==> config.mk <==
export PLATFORM = sky130hd
export DESIGN_NAME = trigger_action_event_tracker_core
export DESIGN_NICKNAME = d
export VERILOG_FILES = /design/src/rtl/core/taet_pkg.sv /design/src/rtl/core/trigger_action_event_tracker_core.sv /design/src/rtl/core/taet_front.sv /design/src/rtl/core/taet_queue.sv /design/src/rtl/core/taet_back.sv
export SDC_FILE = /design/constraint.sdc
export NUM_CORES = 1
export LEC_CHECK = 0
export ABC_AREA = 1
export BUFFER_PORTS_ARGS = -buffer_cell sky130_fd_sc_hd__buf_2
export CORE_AREA = 2 2 168 170
export CTS_CLUSTER_SIZE = 30
export DETAILED_ROUTE_END_ITERATION = 8
export DIE_AREA = 0 0 170 172
export PLACE_DENSITY = 0.53
export SYNTH_ARGS = -nofsm -noshare
export SYNTH_HDL_FRONTEND = slang
export SYNTH_SLANG_ARGS = --single-unit
==> constraint.sdc <==
create_clock -name clk -period 7.55 [get_ports clk]
set_input_delay 0.755 -clock clk [delete_from_list [all_inputs] [get_ports clk]]
set_output_delay 0.755 -clock clk [all_outputs]
set_load 0.03 [all_outputs]
==> src/rtl/core/taet_pkg.sv <==
// ----------------------------------------------------------------------------
// taet_pkg
// Shared types and constants of the trigger action event tracker.
// ----------------------------------------------------------------------------
`default_nettype none

package taet_pkg;

  localparam int unsigned LEVEL_W   = 16;
  localparam int unsigned FRAME_W   = 32;
  localparam int unsigned BTN_W     = 7;
  localparam int unsigned CFG_IDX_W = 2;
  localparam int unsigned CFG_DAT_W = 16;
  localparam int unsigned MAX_EVT   = 4;
  localparam int unsigned EVT_CNT_W = 3;

  // register indexes on the config port
  localparam logic [CFG_IDX_W-1:0] REG_END_LEVEL      = 2'd0;
  localparam logic [CFG_IDX_W-1:0] REG_START_LEVEL    = 2'd1;
  localparam logic [CFG_IDX_W-1:0] REG_COMPLETE_LEVEL = 2'd2;
  localparam logic [CFG_IDX_W-1:0] REG_BUTTON_COUNT   = 2'd3;

  localparam logic [LEVEL_W-1:0] END_LEVEL_RST      = 16'd9830;
  localparam logic [LEVEL_W-1:0] START_LEVEL_RST    = 16'd55705;
  localparam logic [LEVEL_W-1:0] COMPLETE_LEVEL_RST = 16'd58982;
  localparam logic [BTN_W-1:0]   BUTTON_COUNT_RST   = 7'd0;

  typedef enum logic [2:0] {
    ACT_SELECT_START  = 3'd0,
    ACT_SELECT        = 3'd1,
    ACT_SELECT_END    = 3'd2,
    ACT_SQUEEZE_START = 3'd3,
    ACT_SQUEEZE       = 3'd4,
    ACT_SQUEEZE_END   = 3'd5
  } action_t;

  typedef struct packed {
    logic [LEVEL_W-1:0] end_level;
    logic [LEVEL_W-1:0] start_level;
    logic [LEVEL_W-1:0] complete_level;
    logic [BTN_W-1:0]   button_count;
  } cfg_t;

  // events caused by one input transaction, in delivery order
  typedef struct packed {
    logic [EVT_CNT_W-1:0]        count;
    action_t [MAX_EVT-1:0]       codes;
  } evt_bundle_t;

endpackage

`default_nettype wire

==> src/rtl/core/trigger_action_event_tracker_core.sv <==
// ----------------------------------------------------------------------------
// trigger_action_event_tracker_core
// Tracks the select and squeeze triggers and emits their action events.
// ----------------------------------------------------------------------------
// Usage:
//   in_*  : one transaction per frame update (in_tuser = 0) or disconnect
//           (in_tuser = 1); in_tdata carries frame-id pairs and levels.
//   out_* : one action code per transfer; out_tlast marks the final
//           event caused by an input transaction. Inputs with no event
//           produce nothing on the output.
//   cfg_* : register writes (levels, button count), made by the user only
//           while idle; the block itself does not enforce this.
// Path: accepted inputs pass the bundle queue and the output register to out_*.
// Throughput: the front takes one input per cycle while the bundle queue
//   has room; the back delivers one event per cycle while out_tready is
//   high, so an input with up to 4 events holds the output until all of
//   them are delivered.
// Reset: both triggers return to released, registers take their defaults,
//   queue and output register empty.
// Stall: when out_tready is low the output holds; the queue then fills
//   and in_tready drops until the back frees an entry.
// ----------------------------------------------------------------------------
`default_nettype none

module trigger_action_event_tracker_core #(
  parameter int unsigned QUEUE_DEPTH = 2
) (
  input  wire         clk,
  input  wire         rst_n,
  // fields from bit 0: select_start_frame, select_stop_frame,
  // squeeze_start_frame, squeeze_stop_frame, select_level, squeeze_level
  input  wire [159:0] in_tdata,
  // fields from bit 0: func
  input  wire         in_tuser,
  input  wire         in_tvalid,
  output logic        in_tready,
  // fields from bit 0: action_code, zero fill
  output logic [7:0]  out_tdata,
  output logic        out_tlast,
  output logic        out_tvalid,
  input  wire         out_tready,
  input  wire         cfg_valid,
  output logic        cfg_ready,
  input  wire [taet_pkg::CFG_IDX_W-1:0] cfg_index,
  input  wire [taet_pkg::CFG_DAT_W-1:0] cfg_data
);
  import taet_pkg::*;

  cfg_t        cfg_r;
  logic        accept, push, pop, q_full, head_valid;
  evt_bundle_t push_bundle, head;
  action_t     out_code;

  // config registers, always writable
  assign cfg_ready = 1'b1;

  always_ff @(posedge clk) begin
    if (!rst_n) begin
      cfg_r.end_level      <= END_LEVEL_RST;
      cfg_r.start_level    <= START_LEVEL_RST;
      cfg_r.complete_level <= COMPLETE_LEVEL_RST;
      cfg_r.button_count   <= BUTTON_COUNT_RST;
    end else if (cfg_valid && cfg_ready) begin
      case (cfg_index)
        REG_END_LEVEL:      cfg_r.end_level      <= cfg_data;
        REG_START_LEVEL:    cfg_r.start_level    <= cfg_data;
        REG_COMPLETE_LEVEL: cfg_r.complete_level <= cfg_data;
        REG_BUTTON_COUNT:   cfg_r.button_count   <= cfg_data[BTN_W-1:0];
        default: ;
      endcase
    end
  end

  // front runs as long as the queue has a free slot
  assign in_tready = !q_full;
  assign accept    = in_tvalid && in_tready;

  taet_front u_front (
    .clk       (clk),
    .rst_n     (rst_n),
    .cfg       (cfg_r),
    .accept    (accept),
    .func      (in_tuser),
    .sel_start (in_tdata[31:0]),
    .sel_stop  (in_tdata[63:32]),
    .sqz_start (in_tdata[95:64]),
    .sqz_stop  (in_tdata[127:96]),
    .sel_level (in_tdata[143:128]),
    .sqz_level (in_tdata[159:144]),
    .push      (push),
    .bundle    (push_bundle)
  );

  taet_queue #(
    .DEPTH (QUEUE_DEPTH)
  ) u_queue (
    .clk        (clk),
    .rst_n      (rst_n),
    .push       (push),
    .push_data  (push_bundle),
    .pop        (pop),
    .full       (q_full),
    .head_valid (head_valid),
    .head       (head)
  );

  taet_back u_back (
    .clk        (clk),
    .rst_n      (rst_n),
    .head_valid (head_valid),
    .head       (head),
    .pop        (pop),
    .out_valid  (out_tvalid),
    .out_ready  (out_tready),
    .out_code   (out_code),
    .out_last   (out_tlast)
  );

  assign out_tdata = {5'b00000, out_code};

endmodule

`default_nettype wire

==> src/rtl/core/taet_front.sv <==
// ----------------------------------------------------------------------------
// taet_front
// Accepts input transactions, steps both trigger phases and builds the
// event bundle of each transaction.
// ----------------------------------------------------------------------------
`default_nettype none

module taet_front (
  input  wire                          clk,
  input  wire                          rst_n,
  input  taet_pkg::cfg_t               cfg,
  input  wire                          accept,
  input  wire                          func,
  input  wire [taet_pkg::FRAME_W-1:0]  sel_start,
  input  wire [taet_pkg::FRAME_W-1:0]  sel_stop,
  input  wire [taet_pkg::FRAME_W-1:0]  sqz_start,
  input  wire [taet_pkg::FRAME_W-1:0]  sqz_stop,
  input  wire [taet_pkg::LEVEL_W-1:0]  sel_level,
  input  wire [taet_pkg::LEVEL_W-1:0]  sqz_level,
  output logic                         push,
  output taet_pkg::evt_bundle_t        bundle
);
  import taet_pkg::*;

  typedef enum logic [1:0] {
    PH_RELEASED  = 2'd0,
    PH_PRESSING  = 2'd1,
    PH_PRESSED   = 2'd2,
    PH_RELEASING = 2'd3
  } phase_t;

  typedef struct packed {
    phase_t      phase;
    logic [1:0]  n;
    action_t     c0;
    action_t     c1;
  } trk_t;

  function automatic trk_t track(phase_t p, logic active, logic [LEVEL_W-1:0] lvl,
                                 cfg_t c, action_t a_start, action_t a_act,
                                 action_t a_end);
    trk_t r;
    r.phase = p;
    r.n     = 2'd0;
    r.c0    = a_end;
    r.c1    = a_end;
    if (active) begin
      if (p == PH_RELEASED && lvl > c.end_level) begin
        r.n = 2'd1; r.c0 = a_start; r.phase = PH_PRESSING;
      end else if (p == PH_PRESSING && lvl > c.complete_level) begin
        r.phase = PH_PRESSED;
      end else if (p == PH_PRESSED && lvl < c.start_level) begin
        r.n = 2'd1; r.c0 = a_act; r.phase = PH_RELEASING;
      end else if (p != PH_RELEASED && lvl < c.end_level) begin
        if (p == PH_PRESSED) begin
          r.n = 2'd2; r.c0 = a_act;
        end else begin
          r.n = 2'd1;
        end
        r.phase = PH_RELEASED;
      end
    end else if (p != PH_RELEASED) begin
      if (p == PH_PRESSED) begin
        r.n = 2'd2; r.c0 = a_act;
      end else begin
        r.n = 2'd1;
      end
      r.phase = PH_RELEASED;
    end
    return r;
  endfunction

  phase_t sel_phase_r, sel_phase_nxt;
  phase_t sqz_phase_r, sqz_phase_nxt;
  trk_t   sel_trk, sqz_trk;

  always_comb begin
    sel_trk = track(sel_phase_r, sel_start > sel_stop, sel_level, cfg,
                    ACT_SELECT_START, ACT_SELECT, ACT_SELECT_END);
    sqz_trk = track(sqz_phase_r, sqz_start > sqz_stop, sqz_level, cfg,
                    ACT_SQUEEZE_START, ACT_SQUEEZE, ACT_SQUEEZE_END);

    // unused channels keep their phase and stay quiet
    if (cfg.button_count < 7'd1) begin
      sel_trk.phase = sel_phase_r; sel_trk.n = 2'd0;
    end
    if (cfg.button_count < 7'd2) begin
      sqz_trk.phase = sqz_phase_r; sqz_trk.n = 2'd0;
    end

    // disconnect: only end events, no pending action
    if (func) begin
      sel_trk.phase = PH_RELEASED;
      sel_trk.n     = (sel_phase_r != PH_RELEASED) ? 2'd1 : 2'd0;
      sel_trk.c0    = ACT_SELECT_END;
      sqz_trk.phase = PH_RELEASED;
      sqz_trk.n     = (sqz_phase_r != PH_RELEASED) ? 2'd1 : 2'd0;
      sqz_trk.c0    = ACT_SQUEEZE_END;
    end

    sel_phase_nxt = accept ? sel_trk.phase : sel_phase_r;
    sqz_phase_nxt = accept ? sqz_trk.phase : sqz_phase_r;

    // select events first, squeeze events behind them
    bundle.count = {1'b0, sel_trk.n} + {1'b0, sqz_trk.n};
    bundle.codes = {sqz_trk.c1, sqz_trk.c0, sel_trk.c1, sel_trk.c0};
    case (sel_trk.n)
      2'd0:    bundle.codes = {sqz_trk.c1, sqz_trk.c1, sqz_trk.c1, sqz_trk.c0};
      2'd1:    bundle.codes = {sqz_trk.c1, sqz_trk.c1, sqz_trk.c0, sel_trk.c0};
      default: bundle.codes = {sqz_trk.c1, sqz_trk.c0, sel_trk.c1, sel_trk.c0};
    endcase
    if (sqz_trk.n == 2'd1) begin
      // single squeeze event sits in c0; shift c0 into the slot after select
      case (sel_trk.n)
        2'd0:    bundle.codes[0] = sqz_trk.c0;
        2'd1:    bundle.codes[1] = sqz_trk.c0;
        default: bundle.codes[2] = sqz_trk.c0;
      endcase
    end

    push = accept && (bundle.count != 3'd0);
  end

  always_ff @(posedge clk) begin
    if (!rst_n) begin
      sel_phase_r <= PH_RELEASED;
      sqz_phase_r <= PH_RELEASED;
    end else begin
      sel_phase_r <= sel_phase_nxt;
      sqz_phase_r <= sqz_phase_nxt;
    end
  end

endmodule

`default_nettype wire

==> src/rtl/core/taet_queue.sv <==
// ----------------------------------------------------------------------------
// taet_queue
// Short FIFO of event bundles between the front and back parts.
// ----------------------------------------------------------------------------
`default_nettype none

module taet_queue #(
  parameter int unsigned DEPTH = 2
) (
  input  wire                    clk,
  input  wire                    rst_n,
  input  wire                    push,
  input  taet_pkg::evt_bundle_t  push_data,
  input  wire                    pop,
  output logic                   full,
  output logic                   head_valid,
  output taet_pkg::evt_bundle_t  head
);
  import taet_pkg::*;

  localparam int unsigned PTR_W = (DEPTH > 1) ? $clog2(DEPTH) : 1;
  localparam int unsigned CNT_W = $clog2(DEPTH + 1);
  localparam logic [PTR_W-1:0] LAST_PTR = PTR_W'(DEPTH - 1);
  localparam logic [CNT_W-1:0] FULL_CNT = CNT_W'(DEPTH);

  evt_bundle_t      mem [DEPTH];
  logic [PTR_W-1:0] wr_ptr_r, wr_ptr_nxt;
  logic [PTR_W-1:0] rd_ptr_r, rd_ptr_nxt;
  logic [CNT_W-1:0] cnt_r, cnt_nxt;

  assign full       = (cnt_r == FULL_CNT);
  assign head_valid = (cnt_r != '0);
  assign head       = mem[rd_ptr_r];

  always_comb begin
    wr_ptr_nxt = wr_ptr_r;
    rd_ptr_nxt = rd_ptr_r;
    cnt_nxt    = cnt_r;
    if (push) begin
      wr_ptr_nxt = (wr_ptr_r == LAST_PTR) ? '0 : wr_ptr_r + PTR_W'(1);
    end
    if (pop) begin
      rd_ptr_nxt = (rd_ptr_r == LAST_PTR) ? '0 : rd_ptr_r + PTR_W'(1);
    end
    if (push && !pop) begin
      cnt_nxt = cnt_r + CNT_W'(1);
    end else if (pop && !push) begin
      cnt_nxt = cnt_r - CNT_W'(1);
    end
  end

  always_ff @(posedge clk) begin
    if (push) begin
      mem[wr_ptr_r] <= push_data;
    end
  end

  always_ff @(posedge clk) begin
    if (!rst_n) begin
      wr_ptr_r <= '0;
      rd_ptr_r <= '0;
      cnt_r    <= '0;
    end else begin
      wr_ptr_r <= wr_ptr_nxt;
      rd_ptr_r <= rd_ptr_nxt;
      cnt_r    <= cnt_nxt;
    end
  end

endmodule

`default_nettype wire

==> src/rtl/core/taet_back.sv <==
// ----------------------------------------------------------------------------
// taet_back
// Drains the head bundle into the output register, one event per ready cycle.
// ----------------------------------------------------------------------------
`default_nettype none

module taet_back (
  input  wire                    clk,
  input  wire                    rst_n,
  input  wire                    head_valid,
  input  taet_pkg::evt_bundle_t  head,
  output logic                   pop,
  output logic                   out_valid,
  input  wire                    out_ready,
  output taet_pkg::action_t      out_code,
  output logic                   out_last
);
  import taet_pkg::*;

  logic       out_valid_r, out_valid_nxt;
  action_t    out_code_r, out_code_nxt;
  logic       out_last_r, out_last_nxt;
  logic [1:0] idx_r, idx_nxt;
  logic       load, is_last;

  assign out_valid = out_valid_r;
  assign out_code  = out_code_r;
  assign out_last  = out_last_r;

  always_comb begin
    load          = !out_valid_r || out_ready;
    is_last       = ({1'b0, idx_r} == (head.count - 3'd1));
    out_valid_nxt = out_valid_r;
    out_code_nxt  = out_code_r;
    out_last_nxt  = out_last_r;
    idx_nxt       = idx_r;
    pop           = 1'b0;
    if (load) begin
      out_valid_nxt = head_valid;
      if (head_valid) begin
        out_code_nxt = head.codes[idx_r];
        out_last_nxt = is_last;
        if (is_last) begin
          idx_nxt = 2'd0;
          pop     = 1'b1;
        end else begin
          idx_nxt = idx_r + 2'd1;
        end
      end
    end
  end

  always_ff @(posedge clk) begin
    if (!rst_n) begin
      out_valid_r <= 1'b0;
      idx_r       <= 2'd0;
    end else begin
      out_valid_r <= out_valid_nxt;
      idx_r       <= idx_nxt;
    end
    out_code_r <= out_code_nxt;
    out_last_r <= out_last_nxt;
  end

endmodule

`default_nettype wire
Word-level counts from Yosys, hierarchy flattened
Memories as Yosys holds them, arrays and structs flattened. A register that Yosys moved wholly into a read port is not among the register bits.
Cells that the tools add are included.

storage, ports and cells
  register bits = 70
  RAM bits = 24
  input port bits = 184
  output and inout bits = 12
  word-level logic and storage cells = 128
  memories = 1

memory list
  name         words  bits a word  rd ports  clocked after Yosys merged registers in  wr ports  line              text
  u_queue.mem  2      12           1         1                                        1         taet_queue.sv:26  evt_bundle_t mem [DEPTH];

cells by class
  add/sub/neg operators = 7
  magnitude comparators = 13
  equal/unequal tests = 15
  mux-type cells = 43
  reductions and logical operators = 36

operators with widths
  cell                                                        number
  2-to-1 mux 7 bit                                            12
  > comparator 16 bit                                         4
  > comparator 32 bit                                         2
  less-than comparator 16 bit                                 4
  case mux 9 bit (2 select lines)                             1
  2-to-1 mux 2 bit                                            8
  logical AND 1 bit                                           12
  2-to-1 mux 1 bit                                            12
  2-to-1 mux 3 bit                                            4
  != test 6 bit, second input constant                        2
  equality test 2 x 1 -> 1 bit, second input constant         5
  equality test 2 bit, second input constant                  5
  2-to-1 mux 5 bit                                            2
  AND reduction 2 bit                                         5
  2-to-1 mux 9 bit                                            1
  nonzero test 3 bit                                          3
  logical NOT 2 bit                                           4
  2-to-1 mux 4 bit                                            2
  AND reduction 4 bit                                         2
  nonzero test 2 bit                                          4
  less-than comparator 7 x 1 -> 1 bit, second input constant  1
  less-than comparator 7 x 2 -> 1 bit, second input constant  1
  binary-select mux 3 bit (select 2 bit)                      1
  adder 2 x 1 -> 2 bit, second input constant                 2
  10 further kinds                                            15

Depth between registers and ports, before layout
Gate-level depths: netlist (run 1).

  word-level depth = 16
  mapped depth = 27
  gate-level depth less buffers = 27

Hierarchy
From an unflattened synthesis (run 1), not the netlist that was laid out.

second synthesis, totals
  cell total of the unflattened synthesis = 1,219
  area total of the unflattened synthesis = 8,715.9 sq um

modules (own cells, without submodules)
  module                             times used  cells each  area each (sq um)  sequential area each (sq um)
  taet_front                         1           766         4,712.0            80.1
  trigger_action_event_tracker_core  1           318         2,223.4            1,101.1
  taet_queue                         1           82          1,366.3            1,001.0
  taet_back                          1           53          414.1              180.2

Least setup slack after synthesis (run 1)
OpenSTA, ideal clock, no wires.

  path type = input port to flip-flop
  start point = input port in_tdata[159]
  end point = memory u_queue.mem[1][0] in the netlist's numbering (enable)
  setup time = 382 ps
  arrival = 3,586 ps
  required time = 7,168 ps
  path slack = 3,582 ps
  stages on the path = 19
  path buffers = 0
  path through = ha_1 > nand2_2 > inv_2 > nand3_1 > inv_1 > a21oi_2 > nand2_1 > nand2_1 > inv_1 > nor2_4 > nand2_1 > o211ai_1 > o21ai_0 > ha_1 > inv_1 > fa_1 > a31oi_1 > inv_1 > nor2_1

between the ends
  longest elaborated chain between the ends = 14
  elaborated cells between the ends (all ways) = 20
  those cells by class = add/sub (1); order compare (4); mux (9); reduce/logical (6)

ends and longest elaborated chain
  what                                      line                                     text
  start: declaration                        trigger_action_event_tracker_core.sv:32  input wire [159:0] in_tdata,
  less-than comparator 16 bit               taet_front.sv:54                         end else if (p != PH_RELEASED && lvl < c.end_level) begin
  logical AND 1 bit                         taet_front.sv:54
  2-to-1 mux 7 bit                          taet_front.sv:54
  2-to-1 mux 7 bit                          taet_front.sv:52                         end else if (p == PH_PRESSED && lvl < c.start_level) begin
  2-to-1 mux 5 bit                          taet_front.sv:50                         end else if (p == PH_PRESSING && lvl > c.complete_level) begin
  2-to-1 mux 7 bit *                        taet_front.sv:48                         if (p == PH_RELEASED && lvl > c.end_level) begin
  2-to-1 mux 7 bit *                        taet_front.sv:47                         if (active) begin
  2-to-1 mux 4 bit *                        taet_front.sv:87                         if (cfg.button_count < 7'd2) begin
  2-to-1 mux 7 bit *                        taet_front.sv:92                         if (func) begin
  adder 2 x 2 -> 3 bit *                    taet_front.sv:105                        bundle.count = {1'b0, sel_trk.n} + {1'b0, sqz_trk.n};
  nonzero test 3 bit *                      taet_front.sv:121                        push = accept && (bundle.count != 3'd0);
  logical AND 1 bit *                       taet_front.sv:121
  net push                                  trigger_action_event_tracker_core.sv:50  logic accept, push, pop, q_full, head_valid;
  2-to-1 mux 1 bit *                        taet_queue.sv:53                         if (push) begin
  2-to-1 mux 1 bit (not written as such) *  taet_queue.sv:54                         mem[wr_ptr_r] <= push_data;
  end: declaration                          taet_queue.sv:26

The timed path passes the listed nets; every way through them passes the cells marked *. The select of a mux whose other input is x is not followed.

Worst setup path after layout (run 1)
  start point = input port in_tdata[159]
  end point = memory u_queue.mem[1][3] in the netlist's numbering (enable)

The elaborated chain is that of the path after synthesis.

==> impl_metrics.ini, run 1 <==
[synthesis]
ys.warnings.count = 0
synthCells = 1081
syn-cell-area_um2 = 8140
synth_seq_cells = 95
synth_area_per_cell_um2 = 7.53
ys_types = 48
ys_seq_area_frac = 0.268

[global_route]
grt_util_all_layers = 0.152
grt_max_degree = 65
grt.overflow.total = 0
antenna_found_initial = 0
grt_pass1_wl_mm = 35.3
grt_pass1_vias = 7101

[power_and_ir_drop]
p_switching_w = 0.000665
p_leak_nw = 5.18
swShare = 0.381
vdd_drop_max_v = 0.000128
p_seq_frac = 0.369
pwr_density_cell_nw_per_um2 = 179
internal-power_w = 0.00108
clockPowerShare = 0.272
power_w = 0.00175
p_comb_frac = 0.359

[cts]
cts_resized = 0
clkLatencyLatePin_ps = 360
cts_tree = done
postCtsSetupRepairBufs = 0
hold_buffers = 0
root_buffer = clkbuf_16
clk_pin_slew_ps = 70
cts.path.max_buffers = 2
cts_num_sinks = 95
h-tree-depth = 3
cts-buffers-inserted = 9

[floorplanning]
core_area_um2 = 27500
die_h_um = 172
die_w_um = 170
io_pins = 196
rows = 61
start_util = 0.296
die-area_um2 = 29200

[sta]
finalSetupViolCount = 0
period_minus_slack_ps = 4310
hold_ws_ps = 450
fmax_mhz = 232
max_slew.worst_pin.slew_ps = 1070
period_share = 0.571
relSlewSlack = 0.283
tns_ps = 0
slew_violations = 0
rsz0062_at_grt = false
skew_ps = 13.3
hold_viol_final = 0

[finish]
layout_common_cells = nand2_1, inv_1, buf_2, ha_1, a21oi_1
fin_util = 0.355
drive_gt1_frac = 0.208
nets = 1613
antenna_cells = 0
instances_no_fill = 1618
syn2layout_area_growth_pct = 20.0
layout_commonest_cell = nand2_1

[placed_design]
gp_congestion = 0.852
placedCellCount = 1602
hpwl_mm = 18.1
portBuffers = 189

[worst_setup_path]
cp.arrival_ps = 4290
critPathKind = input port to flip-flop
crit_path_max_fanout = 13
crit_required_ps = 7530
start_kind = input port
cp-end-kind = flip-flop

[route]
drc = 0
vias = 7402
drtAntennaViolNets = 0
dr.pass1.iters = 5
via_per_inst = 4.57
drtIter0Drc = 387
drt_wl_total_mm = 21.9
wl_per_cell_um = 13.5

[hold_path]
hp-class = flip-flop to flip-flop

[run]
maxCapViolations = 0

[outcome]
status = completed
Yosys cell counts, drive strengths merged:
cell type | instances | area, um2
nand2 | 226 | 901
inv | 200 | 751
ha | 161 | 2010
a21oi | 116 | 592
nor2 | 73 | 322
dfxtp | 67 | 1340
o21ai | 65 | 333
nand3 | 34 | 215
edfxtp | 28 | 841
o211ai | 25 | 188
clkbuf | 14 | 52.6
nor3 | 10 | 76.3
o21a | 9 | 67.6
buf | 8 | 57.6
nand4 | 8 | 80.1
nor4 | 5 | 58.8
o21bai | 4 | 30.0
and3 | 3 | 18.8
clkinv | 3 | 12.5
mux2i | 3 | 30.0
xor2 | 3 | 26.3
a21o | 2 | 15.0
a32o | 2 | 20.0
a32oi | 2 | 17.5
conb | 2 | 7.51
o22ai | 2 | 12.5
xnor2 | 2 | 17.5
a211oi | 1 | 7.51
a31oi | 1 | 6.26
fa | 1 | 20.0
or2 | 1 | 6.26
metal layers:
| metal | routed length (um) | vias up | global-route usage |
|---|---|---|---|
| li1 | - | 3936 | - |
| met5 | 0 | - | 0 |
| met1 | 10600 | 3318 | 0.203 |
| met2 | 10300 | 129 | 0.263 |
| met3 | 691 | 19 | 0.0195 |
| met4 | 260 | 0 | 0.0305 |
layout make-up:
class | instances | area, um2
multi-input combinational | 765 | 5100
timing repair buffer | 193 | 976
clock inverter | 7 | 88.8
inverter | 203 | 763
tap | 346 | 433
sequential | 95 | 2180
fill | 2967 | 17700
clock buffer | 9 | 225
state kept, by name, indices dropped and copies added (netlist names), named ones only:
register,cells
cfg_r,55
u_back.idx_r,2
u_back.out_code,3
u_back.out_last,1
u_back.out_valid,1
u_front.sel_phase_r,2
u_front.sqz_phase_r,2
u_queue.cnt_r,2
u_queue.mem,24
u_queue.rd_ptr_r,1
u_queue.wr_ptr_r,1
worst paths after layout:
check / end / slack, ps / depth (start not counted) / startpoint
setup / recovery: u_queue.mem[1][3] / 3240 / 18 / in_tdata[159]
setup reg to reg: u_queue.mem[1][3] / 3400 / 18 / cfg_r[54]
hold reg to reg: cfg_r[2] / 450 / 2 / cfg_r[2]
hold / removal: cfg_r[2] / 450 / 2 / cfg_r[2]
power groups by stage:
| stage | clock network, W | registers (W) | logic (W) |
|---|---|---|---|
| after floorplan | 0 | 0.000669 | 0.000422 |
| after global placement | 0 | 0.000658 | 0.000620 |
| after detailed placement | 0 | 0.000658 | 0.000627 |
| after CTS | 0.000485 | 0.000646 | 0.000631 |
| after global routing | 0.000502 | 0.000654 | 0.000716 |
| final | 0.000475 | 0.000645 | 0.000626 |
worst max-delay path, stage by stage:
cell	delay [ps]
buf_2	120
ha_1	320
a21oi_1	220
o21ai_0	130
a21oi_2	180
nand2_1	90
nand2_1	160
inv_1	90
nor2_4	130
nand2_1	70
o211ai_1	70
o21ai_0	110
ha_1	180
inv_1	60
fa_1	420
a31oi_1	260
inv_1	90
nor2_1	810
cell families (layout without fill, tap and decap cells):
group,Yosys count,in the layout,synth area share
multiplexers,3,3,0.00369
adder cells (fa/ha/maj),162,162,0.250
flip-flops,95,95,0.268
buffers and inverters,225,412,0.107
AO/OA/AOI/OAI,229,229,0.158
XOR/XNOR,5,5,0.00538
other,2,6,0.000923
AND/OR/NAND/NOR,360,360,0.206
metrics by stage:
step	cell area [um2]	setup slack, ps
floorplan	8150	3580
global placement	9450	3000
detailed placement	9450	2830
CTS	9770	3220
global route	9770	2850
finish	9770	3240
Power figures use the tool's default switching activity.
==> run 2: changes to the inputs <==
- PLACE_DENSITY: 0.53 -> 0.55
- clock period: 7.55 -> 3.7 ns (I/O delays scaled with it)
==> run 2 against run 1 <==
Via count grew 1.1%. Sequential power is 100% higher. Global-route usage rose by 0.14 points. Non-clock buffer count up 25. Critical path depth increased by 4. Hold slack got worse by 200 ps. First-iteration DRC count fell by 2.6%. Core utilization rose by 1.2 points. Register-to-register slack got worse by 3200 ps. Die area unchanged. Critical path type is now flip-flop to flip-flop. Largest power group is now combinational logic. Highest routed layer unchanged.
==> impl_metrics.ini, run 2 (synthesis results as in run 1) <==
[outcome]
status = completed

[sta]
finalSetupViolCount = 0
relSlewSlack = 0.519
max_slew.worst_pin.slew_ps = 721
skew_ps = 9.23
period_minus_slack_ps = 3480
fmax_mhz = 287
period_share = 0.942
hold_viol_final = 0
slew_violations = 0

[run]
maxCapViolations = 0

[cts]
clk_pin_slew_ps = 80
cts.path.max_buffers = 2
h-tree-depth = 3
hold_buffers = 0
clkLatencyLatePin_ps = 360
cts_tree = done
cts_num_sinks = 95
root_buffer = clkbuf_16
cts-buffers-inserted = 9

[worst_setup_path]
max_stage_delay_ps = 430
critPathBufInv = 2
r2r_setup_slack_ps = 220
cp-end-kind = flip-flop
critPathKind = flip-flop to flip-flop
crit_slowest_cell = fa_1
cp.arrival_ps = 3740
crit_required_ps = 3960
crit_path_max_fanout = 3
cp_top_family = adder cells
path_cells = inv_1 -> ha_1 -> a21oi_1 -> o21ai_0 -> nand2_1 -> nand2_1 -> nand2_1 -> nand2_1 -> nand2_1 -> nand3_1 -> nand2_2 -> nand2_2 -> nand2_2 -> ha_2 -> inv_2 -> fa_1 -> a31oi_2 -> ha_1 -> a21oi_1 -> o21ai_1 -> o21ai_1 -> a21oi_1
cp_common_cell = nand2_1
start_kind = flip-flop

[route]
drc = 0
vias = 7486
wl_per_cell_um = 13.5
drtIter0Drc = 377
drt_wl_total_mm = 22.1
via_per_inst = 4.55
dr.pass1.iters = 5
drtAntennaViolNets = 0

[placed_design]
hpwl_mm = 18.4
gp_congestion = 0.865
portBuffers = 189
placedCellCount = 1620
dpl_cell_area_um2 = 9590

[finish]
layout_common_cells = nand2_1, buf_2, inv_1, ha_1, a21oi_1
drive_gt1_frac = 0.242
fillers = 2876
syn2layout_area_growth_pct = 24.1
fin_util = 0.368
multi_input_area_um2 = 5230
nets = 1638
largest_register_ffs = 55
regArea_um2 = 2180
final_cell_area_um2 = 10100
layout_commonest_cell = nand2_1
instances_no_fill = 1644
largest-register = cfg_r

[floorplanning]
die_w_um = 170
io_pins = 196
die-area_um2 = 29200
rows = 61
die_h_um = 172
start_util = 0.296
core_area_um2 = 27500

[global_route]
grt_max_degree = 54
grt_util_all_layers = 0.153
grt.overflow.total = 0
antenna_found_initial = 1
grt_pass1_wl_mm = 35.6
grt_pass1_vias = 7131

[power_and_ir_drop]
power_w = 0.00367
p_seq_frac = 0.358
internal-power_w = 0.00227
vdd_drop_max_v = 0.000205
p_leak_nw = 5.30
pwr_density_cell_nw_per_um2 = 363
swShare = 0.381
clockPowerShare = 0.270
p_switching_w = 0.00140
p_comb_frac = 0.372

[hold_path]
hp-class = input port to flip-flop
[run 2: cell types whose count changed in the layout (fill, tap and decap cells not counted), sizes merged]
cell / previous run / this run
diode: 0 / 1
buf: 193 / 218
[run 2: power groups by stage]
stage	Sequential (W)	Clock, W	Combinational [W]
2_1_floorplan	0.00137	0	0.000861
3_3_place_gp	0.00134	0	0.00130
3_5_place_dp	0.00134	0	0.00132
4_1_cts	0.00131	0.00102	0.00133
5_1_grt	0.00133	0.00105	0.00156
6_report	0.00131	0.000990	0.00136
[run 2: metrics by stage]
step / TNS (ps) / hold slack (ps) / worst slack (ps)
2_1_floorplan: 0 / 423 / 117
4_1_cts: 0 / 244 / 102
3_3_place_gp: -7.92 / 436 / -7.92
3_5_place_dp: -78.9 / 443 / -78.9
6_report: 0 / 252 / 216
5_1_grt: -38.0 / 255 / -38.0
[run 2: worst paths after layout]
kind,startpoint,endpoint,cells after the start
worst min-delay path,cfg_data[7],cfg_r[30],3
worst max-delay path,cfg_r[8],u_queue.cnt_r[1],22
worst min register to register,cfg_r[2],cfg_r[2],2
worst max register to register,cfg_r[8],u_queue.cnt_r[1],22
[run 2: cell type report]
class                      instances  area share
multi-input combinational        765       0.518
timing repair buffer             218       0.115
clock inverter                     7     0.00929
antenna                            1    0.000248
inverter                         203      0.0758
sequential                        95       0.216
clock buffer                       9      0.0223
tap                              346      0.0429
[run 2: worst register-to-register path, cell delays in order, from the launching register on]
cell     delay (ps)
dfxtp_1         310
inv_1            70
ha_1            360
a21oi_1          90
o21ai_0         340
nand2_1          90
nand2_1          80
nand2_1          50
nand2_1          50
nand2_1          70
nand3_1         100
nand2_2          60
nand2_2          70
nand2_2          50
ha_2            170
inv_2            50
fa_1            430
a31oi_2         240
ha_1            290
a21oi_1         120
o21ai_1          90
o21ai_1         130
a21oi_1          50
[run 2: metal layers]
| layer | share of wire | up-vias | GRT usage | routed length [um] |
|---|---|---|---|---|
| met3 | 0.037 | 19 | 0.0215 | 813 |
| met4 | 0.015 | 0 | 0.0357 | 339 |
| li1 | - | 3997 | - | - |
| met1 | 0.47 | 3327 | 0.202 | 10500 |
| met2 | 0.48 | 143 | 0.264 | 10500 |
| met5 | 0 | - | 0 | 0 |
[run 2: repair_timing]
item | 4_1_cts | 5_1_grt
hold endpoints to repair | 0 | 0
setup endpoints to repair | 0 | 25
setup buffers | 0 | 7
gates resized for setup | 0 | 32
